File: config.mk
export PLATFORM = sky130hd
export DESIGN_NAME = sem_isqrt
export DESIGN_NICKNAME = d
export VERILOG_FILES = /design/src/hdl/sobel_edge_magnitude_top_macros.svh /design/src/hdl/sem_pkg.sv /design/src/hdl/sem_isqrt.sv
export SDC_FILE = /design/constraint.sdc
export NUM_CORES = 1
export LEC_CHECK = 0
export BUFFER_PORTS_ARGS = -buffer_cell sky130_fd_sc_hd__buf_2
export CAP_MARGIN = 20
export CORE_MARGIN = 2
export CORE_UTILIZATION = 55
export CTS_CLUSTER_DIAMETER = 80
export DETAILED_ROUTE_END_ITERATION = 8
export PLACE_DENSITY = 0.72
export RECOVER_POWER = 50
export SETUP_SLACK_MARGIN = 0.4
export SLEW_MARGIN = 20
export SYNTH_ARGS = -nofsm -noshare
export SYNTH_HDL_FRONTEND = slang
export SYNTH_SLANG_ARGS = --single-unit
File: constraint.sdc
create_clock -name i_clk -period 9.27 [get_ports i_clk]
set_input_delay 0.927 -clock i_clk [delete_from_list [all_inputs] [get_ports i_clk]]
set_output_delay 0.927 -clock i_clk [all_outputs]
set_load 0.005 [all_outputs]
File: src/hdl/sobel_edge_magnitude_top_macros.svh
// assertion macros for the sobel edge magnitude block
`ifndef SOBEL_EDGE_MAGNITUDE_TOP_MACROS_SVH
`define SOBEL_EDGE_MAGNITUDE_TOP_MACROS_SVH

`ifndef NO_ASSERTIONS
// same-cycle implication, checked out of reset
`define SEM_ASSERT_IMPLY(label, clk, rst_n, cond, expr) \
    label: assert property (@(posedge clk) disable iff (!rst_n) (cond) |-> (expr)) \
        else $error("sobel edge magnitude: assertion failed");
// next-cycle implication, checked out of reset
`define SEM_ASSERT_NEXT(label, clk, rst_n, cond, expr) \
    label: assert property (@(posedge clk) disable iff (!rst_n) (cond) |=> (expr)) \
        else $error("sobel edge magnitude: assertion failed");
`else
`define SEM_ASSERT_IMPLY(label, clk, rst_n, cond, expr)
`define SEM_ASSERT_NEXT(label, clk, rst_n, cond, expr)
`endif

`endif

File: src/hdl/sem_pkg.sv
// shared constants, types and helpers of the sobel edge magnitude block
`default_nettype none

package sem_pkg;

    localparam int MAX_WIDTH  = 2048;
    localparam int MAX_HEIGHT = 2048;

    localparam int PIX_W  = 8;          // grayscale pixel
    localparam int POS_W  = 11;         // row and column positions
    localparam int SIZE_W = 12;         // size registers
    localparam int LINE_W = 2 * PIX_W;  // upper and middle line entry
    localparam int GRAD_W = 11;         // signed kernel sum, |sum| <= 1020
    localparam int ROOT_W = 8;          // magnitude
    localparam int SQ_W   = 20;         // one squared kernel sum
    localparam int SUM_W  = SQ_W + 1;   // sum of both squares

    localparam int APB_AW = 3;
    localparam int APB_DW = 32;

    localparam logic [SIZE_W-1:0] SIZE_MIN   = SIZE_W'(3);
    localparam logic [SIZE_W-1:0] WIDTH_MAX  = SIZE_W'(MAX_WIDTH);
    localparam logic [SIZE_W-1:0] HEIGHT_MAX = SIZE_W'(MAX_HEIGHT);
    localparam logic [SIZE_W-1:0] SIZE_RESET = SIZE_W'(512);

    // register index as decoded from the word address
    localparam logic REG_WIDTH  = 1'b0;
    localparam logic REG_HEIGHT = 1'b1;

    typedef struct packed {
        logic [SIZE_W-1:0] w;
        logic [SIZE_W-1:0] h;
    } t_size;

    typedef struct packed {
        logic                     hit;
        logic [POS_W-1:0]         row;
        logic [POS_W-1:0]         col;
        logic                     last;
        logic signed [GRAD_W-1:0] sx;
        logic signed [GRAD_W-1:0] sy;
    } t_win_result;

    function automatic logic [SIZE_W-1:0] clamp_size(
        input logic [SIZE_W-1:0] v,
        input logic [SIZE_W-1:0] hi
    );
        logic [SIZE_W-1:0] res;
        if (v < SIZE_MIN) begin
            res = SIZE_MIN;
        end else if (v > hi) begin
            res = hi;
        end else begin
            res = v;
        end
        return res;
    endfunction

endpackage

`default_nettype wire

File: src/hdl/sem_isqrt.sv
// squares the kernel sums and takes the clamped floor square root, one bit a cycle
`default_nettype none

module sem_isqrt import sem_pkg::*; (
    input  logic                     i_clk,
    input  logic                     i_rst_n,
    input  logic                     i_start,
    input  logic                     i_ack,
    input  logic signed [GRAD_W-1:0] i_sx,
    input  logic signed [GRAD_W-1:0] i_sy,
    output logic                     o_done,
    output logic [ROOT_W-1:0]        o_root
);

    typedef enum logic [3:0] {
        IS_IDLE = 4'b0001,
        IS_SUM  = 4'b0010,
        IS_ITER = 4'b0100,
        IS_DONE = 4'b1000
    } t_is_state;

    t_is_state r_state;
    t_is_state n_state;

    logic [SQ_W-1:0]   r_sqx;
    logic [SQ_W-1:0]   r_sqy;
    logic [SUM_W-1:0]  r_sum;
    logic [ROOT_W-1:0] r_root;
    logic [ROOT_W-1:0] r_bit;

    logic signed [2*GRAD_W-1:0] w_sqx;
    logic signed [2*GRAD_W-1:0] w_sqy;
    logic [ROOT_W-1:0]          w_trial;
    logic [2*ROOT_W-1:0]        w_trial_sq;
    logic                       w_sat;

    assign w_sqx      = i_sx * i_sx;
    assign w_sqy      = i_sy * i_sy;
    assign w_trial    = r_root | r_bit;
    assign w_trial_sq = w_trial * w_trial;
    assign w_sat      = r_sum[SUM_W-1:2*ROOT_W] != '0;

    always_comb begin
        n_state = r_state;
        case (r_state)
            IS_IDLE: begin
                if (i_start) begin
                    n_state = IS_SUM;
                end
            end
            IS_SUM: begin
                n_state = IS_ITER;
            end
            IS_ITER: begin
                if (w_sat || r_bit[0]) begin
                    n_state = IS_DONE;
                end
            end
            IS_DONE: begin
                if (i_ack) begin
                    n_state = IS_IDLE;
                end
            end
            default: begin
                n_state = IS_IDLE;
            end
        endcase
    end

    always_ff @(posedge i_clk) begin
        if (!i_rst_n) begin
            r_state <= IS_IDLE;
        end else begin
            r_state <= n_state;
        end
    end

    always_ff @(posedge i_clk) begin
        case (r_state)
            IS_IDLE: begin
                r_sqx <= unsigned'(w_sqx[SQ_W-1:0]);
                r_sqy <= unsigned'(w_sqy[SQ_W-1:0]);
            end
            IS_SUM: begin
                r_sum  <= SUM_W'(r_sqx) + SUM_W'(r_sqy);
                r_root <= '0;
                r_bit  <= {1'b1, {(ROOT_W-1){1'b0}}};
            end
            IS_ITER: begin
                if (w_sat) begin
                    r_root <= '1;
                end else if (w_trial_sq <= r_sum[2*ROOT_W-1:0]) begin
                    r_root <= w_trial;
                end
                r_bit <= r_bit >> 1;
            end
            default: begin
            end
        endcase
    end

    assign o_done = r_state == IS_DONE;
    assign o_root = r_root;

endmodule

`default_nettype wire

# --- After elaboration in Yosys (flattened, before gate mapping) ---
# Index checks and enable logic that the tools add are counted.
totals:
  elab_cells: 33
  inputBits: 26
  register_bits: 81
  out_inout_bits: 9
op_classes:
  eq_ne: 8
  n_mux: 8
  mul: 3
  order_cmp: 1
  n_reduce_logical: 5
  n_bitwise: 1
  add_sub_neg: 1
ops:
  columns: ["operator", "count"]
  rows:
  - ["$mul A11 B11 Y20", 2]
  - ["$pmux W8 S2", 2]
  - ["$add A20 B20 Y21", 1]
  - ["$le A16 B16 Y1", 1]
  - ["$mul A8 B8 Y16", 1]
  - ["$mux W8", 2]
  - ["$pmux W4 S4", 1]
  - ["$mux W4", 3]
  - ["$or A8 B8 Y8", 1]
  - ["$ne A2 B2 Y1 const B", 3]
  - ["$reduce_bool A5 Y1", 1]
  - ["$eq A4 B1 Y1 const B", 1]
  - ["$eq A4 B2 Y1 const B", 1]
  - ["$eq A4 B3 Y1 const B", 1]
  - ["$eq A4 B4 Y1 const B", 1]
  - ["$ne A3 B3 Y1 const B", 1]
  - ["$reduce_and A3 Y1", 1]
  - ["$reduce_and A2 Y1", 1]
  - ["$reduce_bool A2 Y1", 1]
  - ["$logic_or A1 B1 Y1", 1]

# --- Logic depth before layout (Yosys ltp) ---
# Gate-level depths: netlist of run 1.
depth:
  depth_word: 6
  depth_mapped: 24
  mapped_depth_nobuf: 24

# --- Least setup slack after synthesis of run 1 ---
# Ideal clock, no wire load.
synth_path:
  kind: "register to register"
  start: "register r_root[2], in the netlist o_root[2]"
  end: "register r_root[0], in the netlist o_root[0] (enable)"
  setup_time_ns: 0.327
  arrival_time_ns: 5.315
  slack_ns: 3.628
  required_time_ns: 8.943
  path_buffers: 0
  synth_period_minus_slack_ns: 5.642
  stages_incl_launch_ff: 21
  path_cell_list: "edfxtp_1 > nor2_1 > nor2_1 > fa_1 > xor2_1 > xnor2_1 > fa_1 > fa_1 > inv_1 > ha_1 > o21a_1 > o31a_1 > o211ai_2 > a21oi_2 > a2111oi_2 > a21oi_1 > xor2_1 > ha_1 > a211o_1 > a31oi_1 > a211o_1"
synth_via:
  elab_chain_cells: 5
synth_lines:
  columns: ["element", "line_no", "rtl"]
  rows:
  - ["start: declaration", "sem_isqrt.sv:28", "logic [ROOT_W-1:0] r_root;"]
  - ["start signal: assignment", "sem_isqrt.sv:93", "r_root <= w_trial;"]
  - ["$or A8 B8 Y8", "sem_isqrt.sv:39", "assign w_trial = r_root | r_bit;"]
  - ["$mul A8 B8 Y16", "sem_isqrt.sv:40", "assign w_trial_sq = w_trial * w_trial;"]
  - ["$le A16 B16 Y1", "sem_isqrt.sv:92", "end else if (w_trial_sq <= r_sum[2*ROOT_W-1:0]) begin"]
  - ["$ne A3 B3 Y1 (no source line)", null, null]
  - ["$reduce_and A2 Y1 (no source line)", null, null]
# No other way between the ends.
# A chain may end at the register's enable or synchronous reset.

# --- Worst setup path after layout of run 1 ---
layout_path:
  start: "register r_bit[3]"
  end: "register r_root[2], in the netlist o_root[2] (enable)"
layout_via:
  elab_chain_cells: 5
layout_lines:
  columns: ["element", "line_no", "rtl"]
  rows:
  - ["start: declaration", "sem_isqrt.sv:29", "logic [ROOT_W-1:0] r_bit;"]
  - ["start signal: assignment", "sem_isqrt.sv:87", "r_bit <= {1'b1, {(ROOT_W-1){1'b0}}};"]
  - ["start signal: assignment", "sem_isqrt.sv:95", "r_bit <= r_bit >> 1;"]
  - ["$or A8 B8 Y8", "sem_isqrt.sv:39", null]
  - ["$mul A8 B8 Y16", "sem_isqrt.sv:40", null]
  - ["$le A16 B16 Y1", "sem_isqrt.sv:92", null]
  - ["$ne A3 B3 Y1 (no source line)", null, null]
  - ["$reduce_and A2 Y1 (no source line)", null, null]
# No other way between the ends.

==> metrics.md, run 1 <==
| Metric | Value |
|---|---|
| Worst-path fanout max | `8` |
| Avg WL per Cell | `13.5 um` |
| Ys async rst share | `0%` |
| # Post-CTS Setup Buffers | `0` |
| Register bit total from synthesis | `between 70 and 80` |
| Largest family of logic cells by synthesized area | `adder cells` |
| Netlist area before placement | `13,000 um2` |
| # rows | `56` |
| Initial antenna violation count | `0` |
| TritonCTS Buffers | `9` |
| Via count | `around 8,400` |
| Synth Area in Compound Gates | `7.51%` |
| CP required | `9.28 ns` |
| TritonCTS clock tree | `built` |
| Port Buf Inserts | `34` |
| Antenna Nets Post-Route | `0` |
| Critical Path Source Type | `flip-flop` |
| Clk Tree Root Cell | `clkbuf_16` |
| Hold-fix buffers, CTS | `0` |
| Post-route clock period utilization | `68.2%` |
| DRC viols | `0` |
| Synth area leaders | `fa_1 33%, edfxtp_1 17%, ha_1 14%` |
| Worst path arrival time | `6.33 ns` |
| Area Growth Syn to Fin | `5.78%` |
| Final std cells w/o fill | `1,640` |
| Synth Area in Simple Gates | `12.1%` |
| Main synth FF type | `edfxtp_1` |
| Die X | `about 160 um` |
| Failing checks | `capacitance limit, slew limit` |
| Largest net degree at the start of global routing | `40` |
| Die Ht | `158 um` |
| Endpoint type of the worst setup path | `flip-flop` |
| Slew Limit Headroom | `-43.8%` |
| Synthesized-area fraction occupied by adder cells | `47.0%` |
| DP Wirelength | `18.6 mm` |
| CTS Sinks | `79` |
| Layout cells sized above 1 | `between 4 and 5%` |
| N_diodes | `0` |
| Starting density of the core | `a little under three fifths` |
| Worst Setup Path Type | `reg2reg` |
| XOR/XNOR share of the synthesized area | `5.33%` |
| Number of synthesized flops with an enable pin | `75` |
| DRT Pass-1 Iters | `5` |
| Overall Global Routing Usage | `approximately a fifth` |
| Setup tns final | `0 ns` |
| Die ar. | `between 20,000 and 25,000 um2` |
| Vias in the first global route | `9,182` |
| Post-Syn Instances | `1,297` |
| Worst-Skew Late Latency | `0.34 ns` |
| Most common library cells after synthesis | `313 x inv_1, 217 x fa_1, 140 x ha_1` |
| Syn Nets | `1,680` |
| Yosys top cell by area | `fa_1` |
| Clk_skew | `roughly 0.011 ns` |
| Core box area | `~23,000 um2` |
| Minimum clock period | `6.32 ns` |
| Final setup viols | `0` |
| Final Routed Wirelength | `22.2 mm` |
| Initial DRC count | `329` |
| Max Slew Vio Count | `40` |
| Post-synthesis mux area share | `0.164%` |
| RSZ-0062 raised after global routing | `no` |
| Synth Area per Inst | `10.0 um2` |
| Warnings from Yosys | `0` |
| Placed insts | `roughly 1,600` |
| Status | `finished with violations` |
| Final #Nets | `1,699` |
| Max Fclk | `158 MHz` |
| First-pass GRT wire length | `between 40 and 50 mm` |
| # Max-Cap Violations | `1` |
| CTS resizes | `0` |
| Hold Vio Cnt, Final | `0` |
| Placer congestion estimate | `0.874` |
| CTS Buffer Depth | `2` |
| Most common cell in the synthesized netlist | `inv_1` |
| Drt via density | `5.14` |
| Top-level port count | `35` |
| Worst hold path class | `reg2reg` |
| Clk slew on worst S/H paths | `~0.070 ns` |
| Top cell type's share of synthesized area | `33.5%` |
| Worst-Margin Slew | `2.16 ns` |
| Depth of the CTS H-tree | `3` |
| Seq/Total Area, Yosys | `18.0%` |
| GRT overflow | `0` |
| Final core utilization | `58.8%` |
| Netlist cell types | `62` |
cell families after synthesis:
group / Yosys count
flops: 79
xor+xnor: 79
fa+ha+maj: 357
buf+inv: 343
simple gates: 295
compound gates: 142
mux: 2
worst max-delay path, stage by stage (launching register included):
cell,delay [ns]
edfxtp_1,0.40
nor2_1,0.41
inv_1,0.17
o21ai_0,0.18
fa_1,0.47
inv_1,0.11
fa_1,0.45
fa_1,0.55
inv_1,0.05
fa_1,0.52
inv_1,0.04
ha_1,0.36
a21oi_1,0.25
a21oi_2,0.10
a2111oi_2,0.40
a21oi_1,0.15
xor2_1,0.19
ha_1,0.31
a211o_1,0.31
a31oi_1,0.15
a211o_1,0.38
flip-flops by register name (all words and copies together) (netlist names):
signal / count
o_root: 8
r_bit: 8
r_sqy: 19
r_sum: 21
r_state: 4
r_sqx: 19
stage by stage:
step	setup slack (ns)	hold slack [ns]	cell area, um2
floorplan	3.63	0.513	13000
global placement	3.17	0.527	13500
detailed placement	3.01	0.552	13500
finish	2.95	0.566	13700
global route	2.59	0.596	13700
CTS	2.98	0.568	13800
path summary, 6_finish.rpt:
| path | start | endpoint | slack, ns | cells after the start |
|---|---|---|---|---|
| min | r_bit[5] | r_bit[4] | 0.57 | 1 |
| min reg2reg | r_bit[5] | r_bit[4] | 0.57 | 1 |
| max reg2reg | r_bit[3] | o_root[2] | 2.95 | 20 |
| max | r_bit[3] | o_root[2] | 2.95 | 20 |
placed cells by master (no fill, tap or decap), drive strengths merged, types with 5 or more instances in the layout:
cell type / netlist / routed
nand2: 51 / 51
o21a: 11 / 11
edfxtp: 75 / 75
nand3: 10 / 10
ha: 140 / 140
nand2b: 17 / 17
a21o: 10 / 10
inv: 315 / 317
a211oi: 5 / 5
nor2b: 23 / 23
and3: 5 / 5
fa: 217 / 217
buf: 0 / 32
xor2: 13 / 13
clkbuf: 28 / 13
nor3: 12 / 12
nor2: 68 / 68
o21ai: 30 / 30
and2: 88 / 88
a21oi: 49 / 49
xnor2: 66 / 66
final cells by class:
class                      instances  area (um2)
timing repair buffer              36         175
clock buffer                       9         225
tap                              319         399
sequential                        79        2330
clock inverter                     7        81.3
multi-input combinational        875        9330
inverter                         315        1180
fill                            2020        9610
layer usage:
layer | wire (um) | up-vias | track usage [%]
li1 | - | 4089 | -
met1 | 9110 | 4221 | 24.2
met2 | 12000 | 96 | 37.6
met3 | 501 | 27 | 2.22
met4 | 510 | 0 | 5.67
met5 | 0 | - | 0
Power of run 1 is left out: the tool's default activity adds up to more than one toggle a clock period on the data nets, which glitch-free logic cannot reach.
==> inputs of run 2 (changes only) <==
Clock period 9.27 ns to 6.1 ns, I/O delays scaled along.
==> run 2 against run 1 <==
The flow still finishes with violations (capacitance limit, slew limit). Final cell count rose by 0.91%. Sequential cell count did not move. Setup slack got worse by 2.4 ns. Non-clock buffer count rose by 15.
==> metrics.md, run 2 (synthesized netlist as in run 1, its figures left out) <==
| Metric | Value |
|---|---|
| Worst-Margin Slew | `2.14 ns (-0.0142 ns)` |
| Crit path largest cell delay | `0.55 ns (about the same)` |
| Area Growth Syn to Fin | `7.41%` |
| Slew Limit Headroom | `-42.9% (+0.95 points)` |
| GRT met1 Usage | `24.6% (+0.40 points)` |
| Setup tns final | `0 ns (unchanged)` |
| DRC viols | `0 (unchanged)` |
| Max Slew Vio Count | `39 (-2.5%)` |
| Worst-Skew Late Latency | `0.35 ns (about the same)` |
| Die ar. | `24,800 um2 (unchanged)` |
| DP Wirelength | `19.2 mm (+2.8%)` |
| Crit. Startpoint | `o_root[5]` |
| CP bufs+invs | `2 (-2)` |
| Worst path arrival time | `5.61 ns (-0.72 ns)` |
| GRT Max-Usage Layer | `met2` |
| FF-to-FF path depth | `22 (+10%)` |
| Final core utilization | `59.7% (+0.91 points)` |
| Biggest register | `r_sum` |
| N_diodes | `0 (unchanged)` |
| RSZ-0062 raised after global routing | `no` |
| Avg WL per Cell | `13.8 um (+2.1%)` |
| Status | `finished with violations` |
| Final setup viols | `0 (unchanged)` |
| GRT met3 Usage | `2.41% (+0.19 points)` |
| # rows | `56 (unchanged)` |
| Most used cell, CP | `fa_1` |
| R2R Path End | `o_root[5]` |
| Largest net degree at the start of global routing | `39 (-2.5%)` |
| Overall Global Routing Usage | `20.2% (+0.17 points)` |
| Initial DRC count | `355 (+7.9%)` |
| Leading cell type in the layout, fill and taps excluded | `inv_1` |
| Depth of the CTS H-tree | `3 (unchanged)` |
| Via count | `8,540 (+1.3%)` |
| Critical Path Source Type | `flip-flop` |
| First-pass GRT wire length | `40.4 mm (+0.60%)` |
| FILL cells | `2,023 (+0.15%)` |
| CTS Sinks | `79 (unchanged)` |
| DRT Pass-1 Iters | `4 (-1)` |
| Min Hold Slack | `0.502 ns (-0.0643 ns)` |
| Setup crit end | `o_root[5]` |
| Crit-path slowest cell | `fa_1` |
| Clk slew on worst S/H paths | `0.06 ns (about the same)` |
| Final std cells w/o fill | `1,655 (+0.91%)` |
| Worst-path fanout max | `8 (unchanged)` |
| Final Routed Wirelength | `22.8 mm (+3.0%)` |
| Largest regs | `r_sum: 21 flops, r_sqx: 19 flops, r_sqy: 19 flops` |
| Hold Vio Cnt, Final | `0 (unchanged)` |
| Most frequent cells in the layout | `312 x inv_1, 217 x fa_1, 136 x ha_1` |
| TritonCTS Buffers | `9 (unchanged)` |
| Number of flip-flops under the largest register name | `21 (unchanged)` |
| Layout cells sized above 1 | `6.74% (+1.8 points)` |
| Minimum clock period | `5.54 ns (-0.782 ns)` |
| CTS Buffer Depth | `2 (unchanged)` |
| # Max-Cap Violations | `2 (+1)` |
| Post-route clock period utilization | `90.8% (+23 points)` |
| Vias in the first global route | `9,119 (-0.69%)` |
| Initial antenna violation count | `0 (unchanged)` |
| Final #Nets | `1,714 (+0.88%)` |
| Port Buf Inserts | `34 (unchanged)` |
| Cell Chain, Critical Path | `or2_4, inv_2, nor2_1, fa_1, xor2_1, xnor2_1, fa_1, fa_1, inv_1, ha_4, o21a_1, o31a_1, o211ai_2, a21oi_2, a2111oi_4, a21oi_2, xor2_1, ha_1, nand4_1, nor2_1, o21ai_1, a211o_2` |
| Placed insts | `1,632 (+0.49%)` |
| Core box area | `23,300 um2 (unchanged)` |
| Worst R2R Start | `o_root[5]` |
| Failing checks | `capacitance limit, slew limit` |
| Levels on crit path | `22 (+10%)` |
| Die Ht | `158 um (unchanged)` |
| Top-level port count | `35 (unchanged)` |
| Clk Tree Root Cell | `clkbuf_16` |
| CP required | `6.17 ns (-3.11 ns)` |
| Max Fclk | `181 MHz (+14%)` |
| Endpoint type of the worst setup path | `flip-flop` |
| Top Family by Delay on Critical Path | `adder cells` |
| Die X | `158 um (unchanged)` |
| Starting density of the core | `55.6% (unchanged)` |
| TritonCTS clock tree | `built` |
| Placer congestion estimate | `0.908 (+3.9%)` |
| Clk_skew | `0.00782 ns (-0.00285 ns)` |
| R2r setup slk | `0.56 ns (-2.39 ns)` |
| Grt met2 use | `36.8% (-0.75 points)` |
| Worst hold path class | `in2reg` |
| Worst Setup Path Type | `reg2reg` |
| Drt via density | `5.16 (+0.35%)` |
| GRT overflow | `0 (unchanged)` |
| Antenna Nets Post-Route | `0 (unchanged)` |
run 2: cell types whose count changed in the layout (fill, tap and decap cells not counted), sizes merged:
cell	delta
inv	-1
clkinv	+1
clkbuf	+10
clkinvlp	-2
buf	+7
run 2: what timing repair did:
| item | in CTS | in global routing |
|---|---|---|
| pin swaps | 2 | 13 |
| resized for setup | 4 | 20 |
| cloned | 0 | 0 |
| setup buffers | 1 | 6 |
| endpoints found under the setup margin | 8 | 8 |
| hold buffers | 0 | 0 |
run 2: area by class of cell:
cell class	count	area (um2)	share of cell area (%)
multi-input cells	875	9440	67.7
well taps	319	399	2.86
clock buffers	11	243	1.74
inverters	315	1180	8.49
clock inverters	5	56.3	0.404
repair buffers	51	282	2.02
flip-flops and latches	79	2330	16.7
run 2: routing by layer:
layer | vias to the layer above | share of wire [%] | wire, um
li1 | 4115 | - | -
met1 | 4303 | 41 | 9430
met2 | 90 | 53 | 12200
met3 | 32 | 2.1 | 489
met4 | 0 | 3.1 | 709
met5 | - | 0 | 0
run 2: how the worst min path moves through the flow:
stage,startpoint,endpoint,slack (ns),cells past startpoint
6_report,i_rst_n,r_state[3],0.50,2
5_1_grt,i_rst_n,r_state[3],0.52,2
4_1_cts,i_rst_n,r_state[3],0.49,2
3_5_place_dp,r_bit[5],r_bit[4],0.53,1
3_3_place_gp,r_bit[5],r_bit[4],0.53,1
2_1_floorplan,r_sqy[0],r_sum[0],0.51,1
run 2: per-stage QoR:
step           instance area, um2  worst slack (ns)
2_1_floorplan               13000             0.458
3_3_place_gp                13500             0.256
3_5_place_dp                13500             0.146
4_1_cts                     13800             0.428
5_1_grt                     13900             0.319
6_report                    13900             0.560
Power of run 2 is left out for the same reason.
